[config.mk]
export PLATFORM = sky130hd
export DESIGN_NAME = clipped_rect_fill_pixel_writer_core
export DESIGN_NICKNAME = d
export VERILOG_FILES = /design/src/rtl/crfpw_pkg.sv /design/src/rtl/clipped_rect_fill_pixel_writer_core.sv
export SDC_FILE = /design/constraint.sdc
export NUM_CORES = 1
export LEC_CHECK = 0
export ABC_AREA = 0
export BUFFER_PORTS_ARGS = -buffer_cell sky130_fd_sc_hd__buf_2
export CELL_PAD_IN_SITES_DETAIL_PLACEMENT = 0
export CELL_PAD_IN_SITES_GLOBAL_PLACEMENT = 2
export CORE_MARGIN = 2
export CORE_UTILIZATION = 40
export DETAILED_ROUTE_END_ITERATION = 7
export MAX_ROUTING_LAYER = met4
export PLACE_DENSITY = 0.78
export SLEW_MARGIN = 0
export SYNTH_ARGS = -nofsm -noshare
export SYNTH_HDL_FRONTEND = slang
export SYNTH_SLANG_ARGS = --single-unit
[constraint.sdc]
create_clock -name clk -period 7.1 [get_ports clk]
set_input_delay 1.42 -clock clk [delete_from_list [all_inputs] [get_ports clk]]
set_output_delay 1.42 -clock clk [all_outputs]
set_load 0.02 [all_outputs]
[src/rtl/crfpw_pkg.sv]
// Package for the clipped rectangle fill pixel writer.
// Holds register indexes, sequencer states, field widths and pixel packing.
// No dependencies.
package crfpw_pkg;

  localparam int unsigned DEF_MAX_SPAN   = 8;
  localparam int unsigned DEF_ADDR_WIDTH = 32;

  localparam int unsigned COORD_W  = 16;
  localparam int unsigned SPAN_W   = 4;
  localparam int unsigned COLOR_W  = 32;
  localparam int unsigned SCREEN_W = 14;
  localparam int unsigned PITCH_W  = 16;
  localparam int unsigned BPP_W    = 6;
  localparam int unsigned BASE_W   = 32;
  localparam int unsigned BYTES_W  = 3;
  localparam int unsigned CFG_IDX_W  = 3;
  localparam int unsigned CFG_DATA_W = 32;

  localparam int unsigned IN_TDATA_W  = 72;
  localparam int unsigned OUT_TDATA_W = 72;

  localparam logic [BPP_W-1:0] BPP_16 = 6'd16;
  localparam logic [BPP_W-1:0] BPP_24 = 6'd24;
  localparam logic [BPP_W-1:0] BPP_32 = 6'd32;

  localparam logic [COLOR_W-1:0] MASK_RED   = 32'h00F8_0000;
  localparam logic [COLOR_W-1:0] MASK_GREEN = 32'h0000_FC00;
  localparam logic [COLOR_W-1:0] MASK_BLUE  = 32'h0000_00F8;
  localparam logic [COLOR_W-1:0] MASK_RGB   = 32'h00FF_FFFF;

  typedef enum logic [CFG_IDX_W-1:0] {
    REG_SCREEN_WIDTH  = 3'd0,
    REG_SCREEN_HEIGHT = 3'd1,
    REG_ROW_PITCH     = 3'd2,
    REG_BITS_PER_PIX  = 3'd3,
    REG_BASE_ADDRESS  = 3'd4
  } cfg_reg_t;

  typedef enum logic [2:0] {
    ST_IDLE,
    ST_MUL,
    ST_ADD_Y,
    ST_ADD_X,
    ST_WALK
  } fill_state_t;

  function automatic logic [COLOR_W-1:0] pixel_word(input logic [COLOR_W-1:0] color,
                                                    input logic [BPP_W-1:0] bpp);
    logic [COLOR_W-1:0] rgb565;
    rgb565 = ((color & MASK_RED) >> 8) | ((color & MASK_GREEN) >> 5) |
             ((color & MASK_BLUE) >> 3);
    if (bpp == BPP_32) begin
      pixel_word = color;
    end else if (bpp == BPP_24) begin
      pixel_word = color & MASK_RGB;
    end else begin
      pixel_word = rgb565;
    end
  endfunction

endpackage

[src/rtl/clipped_rect_fill_pixel_writer_core.sv]
// Clipped rectangle fill pixel writer, top level.
// Depends on crfpw_pkg for register indexes, states and pixel packing.
//
// Takes one rectangle command at a time and emits one write word per on-screen
// pixel, columns in the outer loop and rows in the inner loop; the last word of a
// command carries tlast. A command with a supported depth, a nonzero base and a
// nonempty span goes through setup after its accept (row offset multiply,
// then two passes of the shared address adder) and then steps through each pixel
// of the width by height span, up to MAX_SPAN*MAX_SPAN pixels, even where every
// pixel is off screen, waiting at an on-screen pixel while the output side stalls.
// The single address adder steps by the row pitch down a column and by the pixel
// size across columns. s_axis_tready is high only between commands and low during
// reset; any other command is accepted and yields no write words. Configuration
// writes are taken whenever cfg_we is high outside reset.
module clipped_rect_fill_pixel_writer_core
  import crfpw_pkg::*;
#(
  parameter int unsigned MAX_SPAN   = DEF_MAX_SPAN,
  parameter int unsigned ADDR_WIDTH = DEF_ADDR_WIDTH
) (
  input  logic                   clk,
  input  logic                   rst,
  input  logic                   cfg_we,
  input  logic [CFG_IDX_W-1:0]   cfg_index,
  input  logic [CFG_DATA_W-1:0]  cfg_data,
  input  logic                   s_axis_tvalid,
  output logic                   s_axis_tready,
  // origin_x[15:0], origin_y[31:16], rect_width[35:32], rect_height[39:36],
  // fill_color[71:40]
  input  logic [IN_TDATA_W-1:0]  s_axis_tdata,
  output logic                   m_axis_tvalid,
  input  logic                   m_axis_tready,
  // write_address[31:0], write_data[63:32], write_bytes[66:64], zero[71:67]
  output logic [OUT_TDATA_W-1:0] m_axis_tdata,
  output logic                   m_axis_tlast
);

  localparam int unsigned AW = ADDR_WIDTH;
  localparam logic [SPAN_W-1:0] SPAN_MAX = SPAN_W'(MAX_SPAN);

  logic [SCREEN_W-1:0] screen_width;
  logic [SCREEN_W-1:0] screen_height;
  logic [PITCH_W-1:0]  row_pitch;
  logic [BPP_W-1:0]    bits_per_pixel;
  logic [BASE_W-1:0]   base_address;

  fill_state_t state, state_next;

  logic signed [COORD_W-1:0] ox;
  logic signed [COORD_W-1:0] oy;
  logic [SPAN_W-1:0]         span_w;
  logic [SPAN_W-1:0]         span_h;
  logic [COLOR_W-1:0]        pix_data;
  logic [BYTES_W-1:0]        pix_bytes;
  logic signed [32:0]        prod;
  logic signed [18:0]        ox_off;
  logic [AW-1:0]             col_addr;
  logic [AW-1:0]             pix_addr;
  logic [SPAN_W-1:0]         col;
  logic [SPAN_W-1:0]         row;
  logic signed [16:0]        px;
  logic signed [16:0]        py;

  logic [31:0]               out_addr;
  logic [COLOR_W-1:0]        out_data;
  logic [BYTES_W-1:0]        out_bytes;
  logic                      out_last;
  logic                      out_valid;

  logic signed [COORD_W-1:0] in_ox;
  logic signed [COORD_W-1:0] in_oy;
  logic [SPAN_W-1:0]         in_w;
  logic [SPAN_W-1:0]         in_h;
  logic [COLOR_W-1:0]        in_color;
  logic [SPAN_W-1:0]         in_w_sat;
  logic [SPAN_W-1:0]         in_h_sat;
  logic                      depth_ok;
  logic                      fill_ok;
  logic                      in_fire;

  logic [AW-1:0]             op_a;
  logic [AW-1:0]             op_b;
  logic [AW-1:0]             sum;
  logic signed [16:0]        px_inc;
  logic signed [16:0]        py_inc;
  logic                      col_end;
  logic                      row_end;
  logic                      pix_ok;
  logic                      pix_last;
  logic                      out_free;
  logic                      step;
  logic                      load_out;

  always_ff @(posedge clk) begin
    if (rst) begin
      screen_width   <= '0;
      screen_height  <= '0;
      row_pitch      <= '0;
      bits_per_pixel <= '0;
      base_address   <= '0;
    end else if (cfg_we) begin
      unique case (cfg_index)
        REG_SCREEN_WIDTH:  screen_width   <= cfg_data[SCREEN_W-1:0];
        REG_SCREEN_HEIGHT: screen_height  <= cfg_data[SCREEN_W-1:0];
        REG_ROW_PITCH:     row_pitch      <= cfg_data[PITCH_W-1:0];
        REG_BITS_PER_PIX:  bits_per_pixel <= cfg_data[BPP_W-1:0];
        REG_BASE_ADDRESS:  base_address   <= cfg_data[BASE_W-1:0];
        default: ;
      endcase
    end
  end

  assign in_ox    = s_axis_tdata[15:0];
  assign in_oy    = s_axis_tdata[31:16];
  assign in_w     = s_axis_tdata[35:32];
  assign in_h     = s_axis_tdata[39:36];
  assign in_color = s_axis_tdata[71:40];
  assign in_w_sat = (in_w > SPAN_MAX) ? SPAN_MAX : in_w;
  assign in_h_sat = (in_h > SPAN_MAX) ? SPAN_MAX : in_h;
  assign depth_ok = (bits_per_pixel == BPP_16) || (bits_per_pixel == BPP_24) ||
                    (bits_per_pixel == BPP_32);
  assign fill_ok  = depth_ok && (base_address != '0) && (in_w_sat != '0) &&
                    (in_h_sat != '0);

  assign s_axis_tready = (state == ST_IDLE) && !rst;
  assign in_fire       = s_axis_tvalid && s_axis_tready;

  assign px_inc  = px + 17'sd1;
  assign py_inc  = py + 17'sd1;
  assign col_end = (col == span_w - 4'd1);
  assign row_end = (row == span_h - 4'd1);
  assign pix_ok  = (px >= 17'sd0) && (px < $signed({3'b000, screen_width})) &&
                   (py >= 17'sd0) && (py < $signed({3'b000, screen_height}));
  assign pix_last = (col_end || (px_inc >= $signed({3'b000, screen_width}))) &&
                    (row_end || (py_inc >= $signed({3'b000, screen_height})));

  assign out_free = !out_valid || m_axis_tready;

  // shared address adder
  always_comb begin
    op_a = col_addr;
    op_b = '0;
    unique case (state)
      ST_ADD_Y: op_b = AW'(prod);
      ST_ADD_X: op_b = AW'(ox_off);
      ST_WALK: begin
        if (row_end) begin
          op_b = AW'(pix_bytes);
        end else begin
          op_a = pix_addr;
          op_b = AW'(row_pitch);
        end
      end
      default: ;
    endcase
  end
  assign sum = op_a + op_b;

  always_comb begin
    state_next = state;
    step       = 1'b0;
    load_out   = 1'b0;
    unique case (state)
      ST_IDLE: begin
        if (in_fire && fill_ok) state_next = ST_MUL;
      end
      ST_MUL:   state_next = ST_ADD_Y;
      ST_ADD_Y: state_next = ST_ADD_X;
      ST_ADD_X: state_next = ST_WALK;
      ST_WALK: begin
        step     = !pix_ok || out_free;
        load_out = pix_ok && out_free;
        if (step && row_end && col_end) state_next = ST_IDLE;
      end
      default: state_next = ST_IDLE;
    endcase
  end

  always_ff @(posedge clk) begin
    if (rst) begin
      state <= ST_IDLE;
    end else begin
      state <= state_next;
    end
  end

  always_ff @(posedge clk) begin
    if (in_fire) begin
      ox        <= in_ox;
      oy        <= in_oy;
      span_w    <= in_w_sat;
      span_h    <= in_h_sat;
      pix_data  <= pixel_word(in_color, bits_per_pixel);
      pix_bytes <= bits_per_pixel[5:3];
      col_addr  <= AW'(base_address);
    end
    if (state == ST_MUL) begin
      prod <= 33'(oy) * $signed({17'd0, row_pitch});
      unique case (pix_bytes)
        3'd2:    ox_off <= 19'(ox) <<< 1;
        3'd3:    ox_off <= (19'(ox) <<< 1) + 19'(ox);
        default: ox_off <= 19'(ox) <<< 2;
      endcase
      col <= '0;
      row <= '0;
      px  <= 17'(ox);
      py  <= 17'(oy);
    end
    if (state == ST_ADD_Y) begin
      col_addr <= sum;
    end
    if (state == ST_ADD_X) begin
      col_addr <= sum;
      pix_addr <= sum;
    end
    if (step) begin
      if (row_end) begin
        col      <= col + 4'd1;
        row      <= '0;
        px       <= px_inc;
        py       <= 17'(oy);
        col_addr <= sum;
        pix_addr <= sum;
      end else begin
        row      <= row + 4'd1;
        py       <= py_inc;
        pix_addr <= sum;
      end
    end
    if (load_out) begin
      out_addr  <= 32'(pix_addr);
      out_data  <= pix_data;
      out_bytes <= pix_bytes;
      out_last  <= pix_last;
    end
  end

  always_ff @(posedge clk) begin
    if (rst) begin
      out_valid <= 1'b0;
    end else if (load_out) begin
      out_valid <= 1'b1;
    end else if (m_axis_tready) begin
      out_valid <= 1'b0;
    end
  end

  assign m_axis_tvalid = out_valid;
  assign m_axis_tdata  = {5'b00000, out_bytes, out_data, out_addr};
  assign m_axis_tlast  = out_last;

endmodule
==> results of run 1 <==
## worst paths after layout
path	from	to	cells past startpoint
hold / removal	pix_data[30]	out_data[30]	0
setup reg to reg	row_pitch[7]	prod[24]	20
hold reg to reg	pix_data[30]	out_data[30]	0
setup / recovery	row_pitch[7]	prod[24]	20
## sequential cells by signal, summed over array words and instances, names as in the netlist, 6 cells and up
signal / flops
screen_width: 14
screen_height: 14
pix_data: 32
oy: 16
ox_off: 18
base_address: 32
pix_addr: 32
prod: 32
bits_per_pixel: 6
py: 17
px: 17
ox: 16
out_data: 32
col_addr: 32
row_pitch: 16
out_addr: 32
## layout make-up
class	instances	share of cell area, %
Clock inverter	27	0.930
Sequential cell	385	33.1
Clock buffer	59	4.11
Timing Repair Buffer	222	4.00
Tap cell	873	3.56
Multi-Input combinational cell	1964	50.6
Inverter	298	3.65
## power by group through the flow
stage	clock network, mW	logic (mW)	registers (mW)
final	2.41	0.971	2.61
after global routing	2.54	1.10	2.63
after CTS	2.45	0.974	2.61
after detailed placement	0	0.969	2.66
after global placement	0	0.947	2.66
after floorplan	0	0.695	2.61
## kinds of logic (layout without fill, tap and decap cells)
group,count (synthesis),after routing
AO/OA/AOI/OAI,405,405
XOR/XNOR,112,112
adder cells (fa/ha/maj),422,422
buffers and inverters,413,606
flip-flops,385,385
multiplexers,88,88
other,1,5
AND/OR/NAND/NOR,932,932
## metrics by stage
| stage | area [sq um] | power, mW |
|---|---|---|
| floorplan | 27300 | 3.30 |
| global placement | 29100 | 3.61 |
| detailed placement | 29100 | 3.63 |
| CTS | 30700 | 6.04 |
| global route | 30700 | 6.27 |
| finish | 30700 | 5.99 |
## cell usage in the layout (no fill, tap or decap), types with 5 or more instances in the layout
cell type and count:
nor3_1 24, or3_1 8, a22oi_1 5, nor4_1 14
a211oi_1 7, xor2_1 35, mux2_2 29, nand4_1 13
a21o_1 46, clkinv_2 11, conb_1 5, nor2b_1 24
clkinv_1 6, xnor2_1 77, mux2i_1 59, a31oi_1 10
nand2b_1 20, clkbuf_16 47, a222oi_1 13, o21ai_1 5
and3_1 21, buf_2 181, nand3_1 50, fa_1 196
clkbuf_1 8, and4_1 5, edfxtp_1 246, dfxtp_1 139
nand2_1 498, o21ai_0 74, ha_1 226, and2_1 144
a21oi_1 162, nor2_1 90, o2111ai_1 8, buf_4 40
o211ai_1 8, o21a_1 25, inv_1 296
## layer usage
layer | vias to the layer above | GRT usage [%]
li1 | 9559 | -
met1 | 9900 | 31.5
met2 | 493 | 36.8
met3 | 89 | 3.41
met4 | 0 | 5.01
met5 | - | -
==> out/results.tsv, run 1 <==
metric	value	unit
HPWL Detailed	60200	um
met1 WL	36500	um
Slew Limit Fails	0	
Post-CTS Setup Repair Bufs	0	
most frequent CP cell	fa_1	
share of cells above drive strength 1	11.6	%
CP bufs+invs	4	
GP Congestion	0.913	
simple-gate share of the synthesized area	15.8	%
Chip Width	265	um
clk_skew	30.1	ps
synthesized area	0.0272	sq mm
synth cell count leaders	nand2_1, inv_1, edfxtp_1	
Crit path max-delay family	adder cells	
sequential power share	43.6	%
die height	265	um
Primary FF master, synth	edfxtp_1	
CP cell instances	and2_1 > fa_1 > inv_1 > fa_1 > fa_1 > fa_1 > inv_1 > fa_1 > inv_1 > fa_1 > inv_1 > ha_1 > and3_1 > a221oi_1 > a31oi_1 > o21ai_1 > a31oi_1 > a21o_1 > a21oi_1 > xnor2_1	
Yosys reg bits	385	
drt pass-1 iters	6	
Max FO, Critical Path	18	
number of synthesized flops with an enable pin	246	
total global routing track utilization	23.2	%
Clk pwr share	40.2	%
diodes inserted	0	
mux contribution to synthesized area	3.37	%
Synth Area per Inst	9.88	sq um
# setup viols final	0	
largest cells by area after synthesis	edfxtp_1, fa_1, ha_1, dfxtp_1, nand2_1	
min cycle time layout	6620	ps
hold_ws	406	ps
DR iter-0 viols	1434	
Initial Util	40.5	%
Setup Crit Path Kind	flop to flop	
R2R Setup Slk	480	ps
setup ws final	482	ps
Post-Place Setup Slack	417	ps
drc violations	0	
compound-cell area share of the yosys netlist	9.30	%
Clock Latency Late Sink	600	ps
main combinational cell family by area after synthesis	adder cells	
Pleak	13.8	nW
WP data required	7450	ps
switch share	28.1	%
period utilisation layout	93.2	%
Area Overhead vs Synth	12.7	%
CP max stage delay	870	ps
# clock sinks	385	
Cell Count, Final, Fillers Out	3828	
max_slew headroom	29.4	%
Setup Total Neg Slack	0	ps
H-tree depth	2	
largest net degree at the start of global routing	87	
Int Pwr	4.31	mW
final core occ	45.6	%
vias per inst	5.24	
status	completed	
CTS Buf Count	46	
# IOs	187	
fillers	6454	
FP Rows	95	
Startpoint Class	flop	
vias in the first global route	20200	
Yosys warnings	0	
vias post-DR	20000	
post-synth top area share	27.1	%
Post-DRT Antenna Nets	0	
total global routing overflow	0	
NetSw	1.68	mW
clock root buffer	clkbuf_16	
DR top layer	met4	
fin nets	3451	
power per cell area	195	mW/mm^2
leading area contributor after synthesis	edfxtp_1	
Routed WL per cell	20.6	um
RSZ-0062 raised after global routing	no	
FFs w/ async S/R, synth	0	%
Post-Syn Instances	2758	
Post-Synth XOR/XNOR Area	3.60	%
top-count cell post-synth	nand2_1	
distinct cell type count after synthesis	73	
Post-Route WL	79000	um
final hold violation count	0	
CTS resizes	0	
met2 WL post-DR	36700	um
sequential-to-total area share from yosys stat	37.3	%
multi-input logic area	0.0155	sq mm
hold buffer count at cts	0	
Min-Delay Path Class	flop to flop	
Synth Area in Adders	24.8	%
max-cap violations	0	
peak supply drop	0.000153	V
Arrival @ worst endpoint	6960	ps
# port buffers	181	
Setup crit end kind	flop	
full die area	0.0702	sq mm
first-pass GRT wire length	121000	um
CTS Buffer Depth	3	
cell count after placement	3742	
Comb pwr share	16.2	%
TritonCTS clock tree	done	
Reg clk slew, reported paths	60	ps
wire length on met3	4220	um
Worst Max-Slew Pin Slew	1060	ps
Fmax	151	MHz
register area	0.0102	sq mm
Core ar.	0.0673	sq mm
slowest CP cell	dfxtp_1	
initial antenna violation count	0	
No activity file was read; power rests on OpenSTA's default activity.
==> inputs of run 2 (changes only) <==
clock period = 7.6 ns   (was 7.1 ns; I/O delays follow)
==> run 2 against run 1 <==
Non-clock buffer count decreased by 16. Sequential share of layout area is 0.12 points higher. Clock power down 6%. Combinational power is 7.9% lower. Sequential cell count unchanged. Largest cell class unchanged.
==> out/results.tsv, run 2 (synthesized netlist as in run 1, its figures left out) <==
metric	value	unit
status	completed	
Final Instance Area	0.0306	sq mm
H-tree depth	2	
slowest CP cell	dfxtp_1	
vias per inst	5.22	
share of cells above drive strength 1	11.1	%
Post-CTS Setup Repair Bufs	0	
power per cell area	184	mW/mm^2
die height	265	um
fin nets	3436	
drc violations	0	
FP Rows	95	
vias in the first global route	20700	
Cell Count, Final, Fillers Out	3813	
# clock sinks	385	
CP cell instances	and2_1 > fa_1 > inv_1 > fa_1 > fa_1 > fa_1 > inv_1 > fa_1 > inv_1 > fa_1 > inv_1 > ha_1 > and3_1 > a221oi_1 > a31oi_1 > o21ai_1 > a31oi_1 > a21o_1 > a21oi_1 > xnor2_1	
Placed Area	0.0290	sq mm
Setup crit end kind	flop	
# setup viols final	0	
Crit path max-delay family	adder cells	
peak supply drop	0.000137	V
most frequent CP cell	fa_1	
Initial Util	40.5	%
origin of the worst min-delay path	pix_data[0]	
full die area	0.0702	sq mm
GP Congestion	0.903	
max-cap violations	0	
Max FO, Critical Path	18	
DR iter-0 viols	1449	
Chip Width	265	um
CTS Buffer Depth	3	
RSZ-0062 raised after global routing	no	
Setup Crit Path Kind	flop to flop	
total global routing overflow	0	
# IOs	187	
Post-DRT Antenna Nets	0	
Min-Delay Path Class	flop to flop	
clock root buffer	clkbuf_16	
cell count after placement	3726	
Worst Max-Slew Pin Slew	1150	ps
Post-Route WL	80100	um
drt pass-1 iters	6	
CTS resizes	0	
min cycle time layout	6660	ps
Clock Latency Late Sink	610	ps
max_slew headroom	21.4	%
final hold violation count	0	
CTS Buf Count	47	
CP max stage delay	850	ps
clk_skew	42.2	ps
Pleak	13.7	nW
Area Overhead vs Synth	12.2	%
origin of the worst setup path	row_pitch[6]	
Arrival @ worst endpoint	7020	ps
Fmax	150	MHz
Setup Total Neg Slack	0	ps
WP data required	7960	ps
initial antenna violation count	1	
most common cell after layout, fill and taps aside	nand2_1	
Slew Limit Fails	0	
final core occ	45.5	%
most frequent cells in the layout	nand2_1, inv_1, edfxtp_1	
reg-to-reg startpoint	row_pitch[6]	
HPWL Detailed	60200	um
Core ar.	0.0673	sq mm
Reg clk slew, reported paths	70	ps
first-pass GRT wire length	123000	um
total global routing track utilization	23.6	%
Startpoint Class	flop	
# port buffers	181	
largest net degree at the start of global routing	88	
CP bufs+invs	4	
Routed WL per cell	21.0	um
hold buffer count at cts	0	
vias post-DR	19900	
TritonCTS clock tree	done	
period utilisation layout	87.6	%
==> run 2: cell types whose count changed in the layout (fill, tap and decap cells not counted), sizes merged <==
cell | before | now
diode | 0 | 1
buf | 222 | 206
clkinv | 21 | 18
inv | 299 | 302
==> run 2: area by class of cell <==
cell class | instances | area (sq um)
sequential | 385 | 10200
clock inverter | 27 | 302
fill | 6439 | 36700
timing repair buffer | 206 | 1110
antenna | 1 | 2.50
inverter | 298 | 1120
tap | 873 | 1090
clock buffer | 59 | 1250
multi-input combinational | 1964 | 15500
==> run 2: power breakdown <==
part / switching (mW) / internal, mW
clock: 0.949 / 1.32
combinational: 0.511 / 0.383
sequential: 0.130 / 2.32
total: 1.59 / 4.03
==> run 2: per-stage QoR <==
step                      power, mW  hold slack [ps]  setup slack, ps
after floorplan                3.08              400             1580
after global placement         3.37              400             1040
after detailed placement       3.39              405              926
after CTS                      5.68              412              963
after global routing           5.90              417              652
final                          5.62              416              945
==> run 2: path summary, 6_finish.rpt <==
| check | slack, ps | endpoint | depth (start not counted) |
|---|---|---|---|
| max | 940 | prod[24] | 20 |
| max reg2reg | 940 | prod[24] | 20 |
| min | 420 | out_data[0] | 0 |
| min reg2reg | 420 | out_data[0] | 0 |
==> run 2: per-layer routing <==
metal	track usage, %	share of wire [%]	wire length, um
met1	31.7	46	37100
met2	37.8	47	37300
met3	3.59	4.8	3870
met4	5.62	2.3	1800
met5	-	0	0
==> inputs of run 3 (changes only) <==
clock period = 6.94 ns   (was 7.6 ns; I/O delays follow)
==> run 3 against run 2 <==
Final cell count grew 0.60%. Hold slack improved by 2.3 ps. Non-clock buffer count is 26 higher. Die area is the same. Sequential cell count is the same. Critical path depth is 1 lower.
==> out/results.tsv, run 3 (synthesized netlist as in run 1, its figures left out) <==
metric	value	unit
status	completed	
hold buffer count at cts	0	
HPWL Detailed	61300	um
Initial Util	40.5	%
Clk pwr share	40.1	%
RR Endpoint	prod[24]	
Max FO, Critical Path	12	
largest net degree at the start of global routing	87	
min cycle time layout	6330	ps
Core ar.	0.0673	sq mm
Arrival @ worst endpoint	6670	ps
share of cells above drive strength 1	11.8	%
initial antenna violation count	0	
Crit path max-delay family	adder cells	
CP cell instances	nand2_1 > fa_1 > fa_1 > fa_1 > fa_1 > inv_1 > fa_1 > inv_1 > fa_1 > inv_1 > ha_1 > and3_1 > a221oi_1 > a31oi_1 > o21ai_1 > a31oi_1 > a21o_1 > a21oi_1 > xnor2_1	
Setup Crit Path Kind	flop to flop	
vias per inst	5.30	
clk_skew	21.8	ps
Int Pwr	4.41	mW
CP max stage delay	600	ps
full die area	0.0702	sq mm
# IOs	187	
period utilisation layout	91.2	%
Hold Crit Depth	0	
Fmax	158	MHz
Reg clk slew, reported paths	60	ps
drt pass-1 iters	6	
WHS Endpoint	out_data[17]	
CP bufs+invs	3	
power per cell area	199	mW/mm^2
vias post-DR	20300	
first-pass GRT wire length	124000	um
WP data required	7280	ps
H-tree depth	2	
Routed WL per cell	21.0	um
switch share	28.0	%
setup ws final	611	ps
Clock Latency Late Sink	580	ps
sequential power share	43.7	%
CTS resizes	0	
Slew Limit Fails	0	
FP Rows	95	
most common cell after layout, fill and taps aside	nand2_1	
total global routing overflow	0	
RSZ-0062 raised after global routing	no	
Post-DRT Antenna Nets	0	
drc violations	0	
Post-Place Setup Slack	609	ps
Setup Total Neg Slack	0	ps
Placed Area	0.0292	sq mm
origin of the worst min-delay path	pix_data[17]	
max-cap violations	0	
# port buffers	181	
Post-CTS Setup Repair Bufs	0	
R2R Setup Slk	610	ps
register area	0.0102	sq mm
DR iter-0 viols	1415	
R2R depth	19	
final hold violation count	0	
reg-to-reg startpoint	oy[1]	
fin nets	3460	
clock root buffer	clkbuf_16	
CTS Buffer Depth	3	
CTS Buf Count	45	
Final Instance Area	0.0307	sq mm
fillers	6445	
Min-Delay Path Class	flop to flop	
Comb pwr share	16.2	%
most frequent CP cell	fa_1	
# setup viols final	0	
Pleak	13.8	nW
peak supply drop	0.000172	V
Post-Route WL	80500	um
slowest CP cell	edfxtp_1	
Chip Width	265	um
most frequent cells in the layout	nand2_1, inv_1, edfxtp_1	
Area Overhead vs Synth	12.9	%
# clock sinks	385	
power consumption	6.13	mW
Startpoint Class	flop	
NetSw	1.71	mW
total global routing track utilization	23.7	%
max_slew headroom	27.3	%
Worst Max-Slew Pin Slew	1090	ps
Setup crit end kind	flop	
hold_ws	418	ps
vias in the first global route	20800	
TritonCTS clock tree	done	
multi-input logic area	0.0155	sq mm
GP Congestion	0.918	
die height	265	um
diodes inserted	0	
[run 3: changes by cell type in the layout (fill, tap and decap cells not counted), sizes merged]
cell / previous run / this run
diode: 1 / 0
inv: 302 / 299
clkinvlp: 1 / 2
buf: 206 / 232
clkinv: 18 / 11
bufinv: 4 / 2
clkbuf: 59 / 68
[run 3: worst max-delay path by stage]
stage	start	to	cells past startpoint
CTS	oy[1]	prod[24]	19
global placement	row_pitch[13]	prod[27]	18
detailed placement	oy[1]	prod[24]	19
global route	row_pitch[4]	prod[24]	20
finish	oy[1]	prod[24]	19
floorplan	row_pitch[9]	prod[24]	21
[run 3: final cells by class]
class	instances	share of cell area [%]
Clock buffer	68	4.45
Clock inverter	16	0.537
Inverter	298	3.65
Multi-Input combinational cell	1964	50.5
Sequential cell	385	33.1
Tap cell	873	3.55
Timing Repair Buffer	232	4.23
[run 3: power by group through the flow]
stage               Clock [mW]  Sequential, mW  Combinational [mW]
global placement             0            2.72               0.975
detailed placement           0            2.72               0.994
global route              2.60            2.69                1.14
finish                    2.45            2.68               0.995
CTS                       2.51            2.68                1.00
floorplan                    0            2.67               0.712
[run 3: metrics by stage]
step	cells	utilization, %
final	3836	45.7
after global routing	3836	45.7
after CTS	3836	45.7
after detailed placement	3752	43.4
after global placement	3752	43.4
after floorplan	2762	-
[run 3: layer usage]
metal	GRT usage, %	vias up	part of all wire, %
li1	-	9613	-
met1	32.5	10100	46
met2	37.9	513	47
met3	3.07	90	5.2
met4	5.07	0	1.9
met5	-	-	0
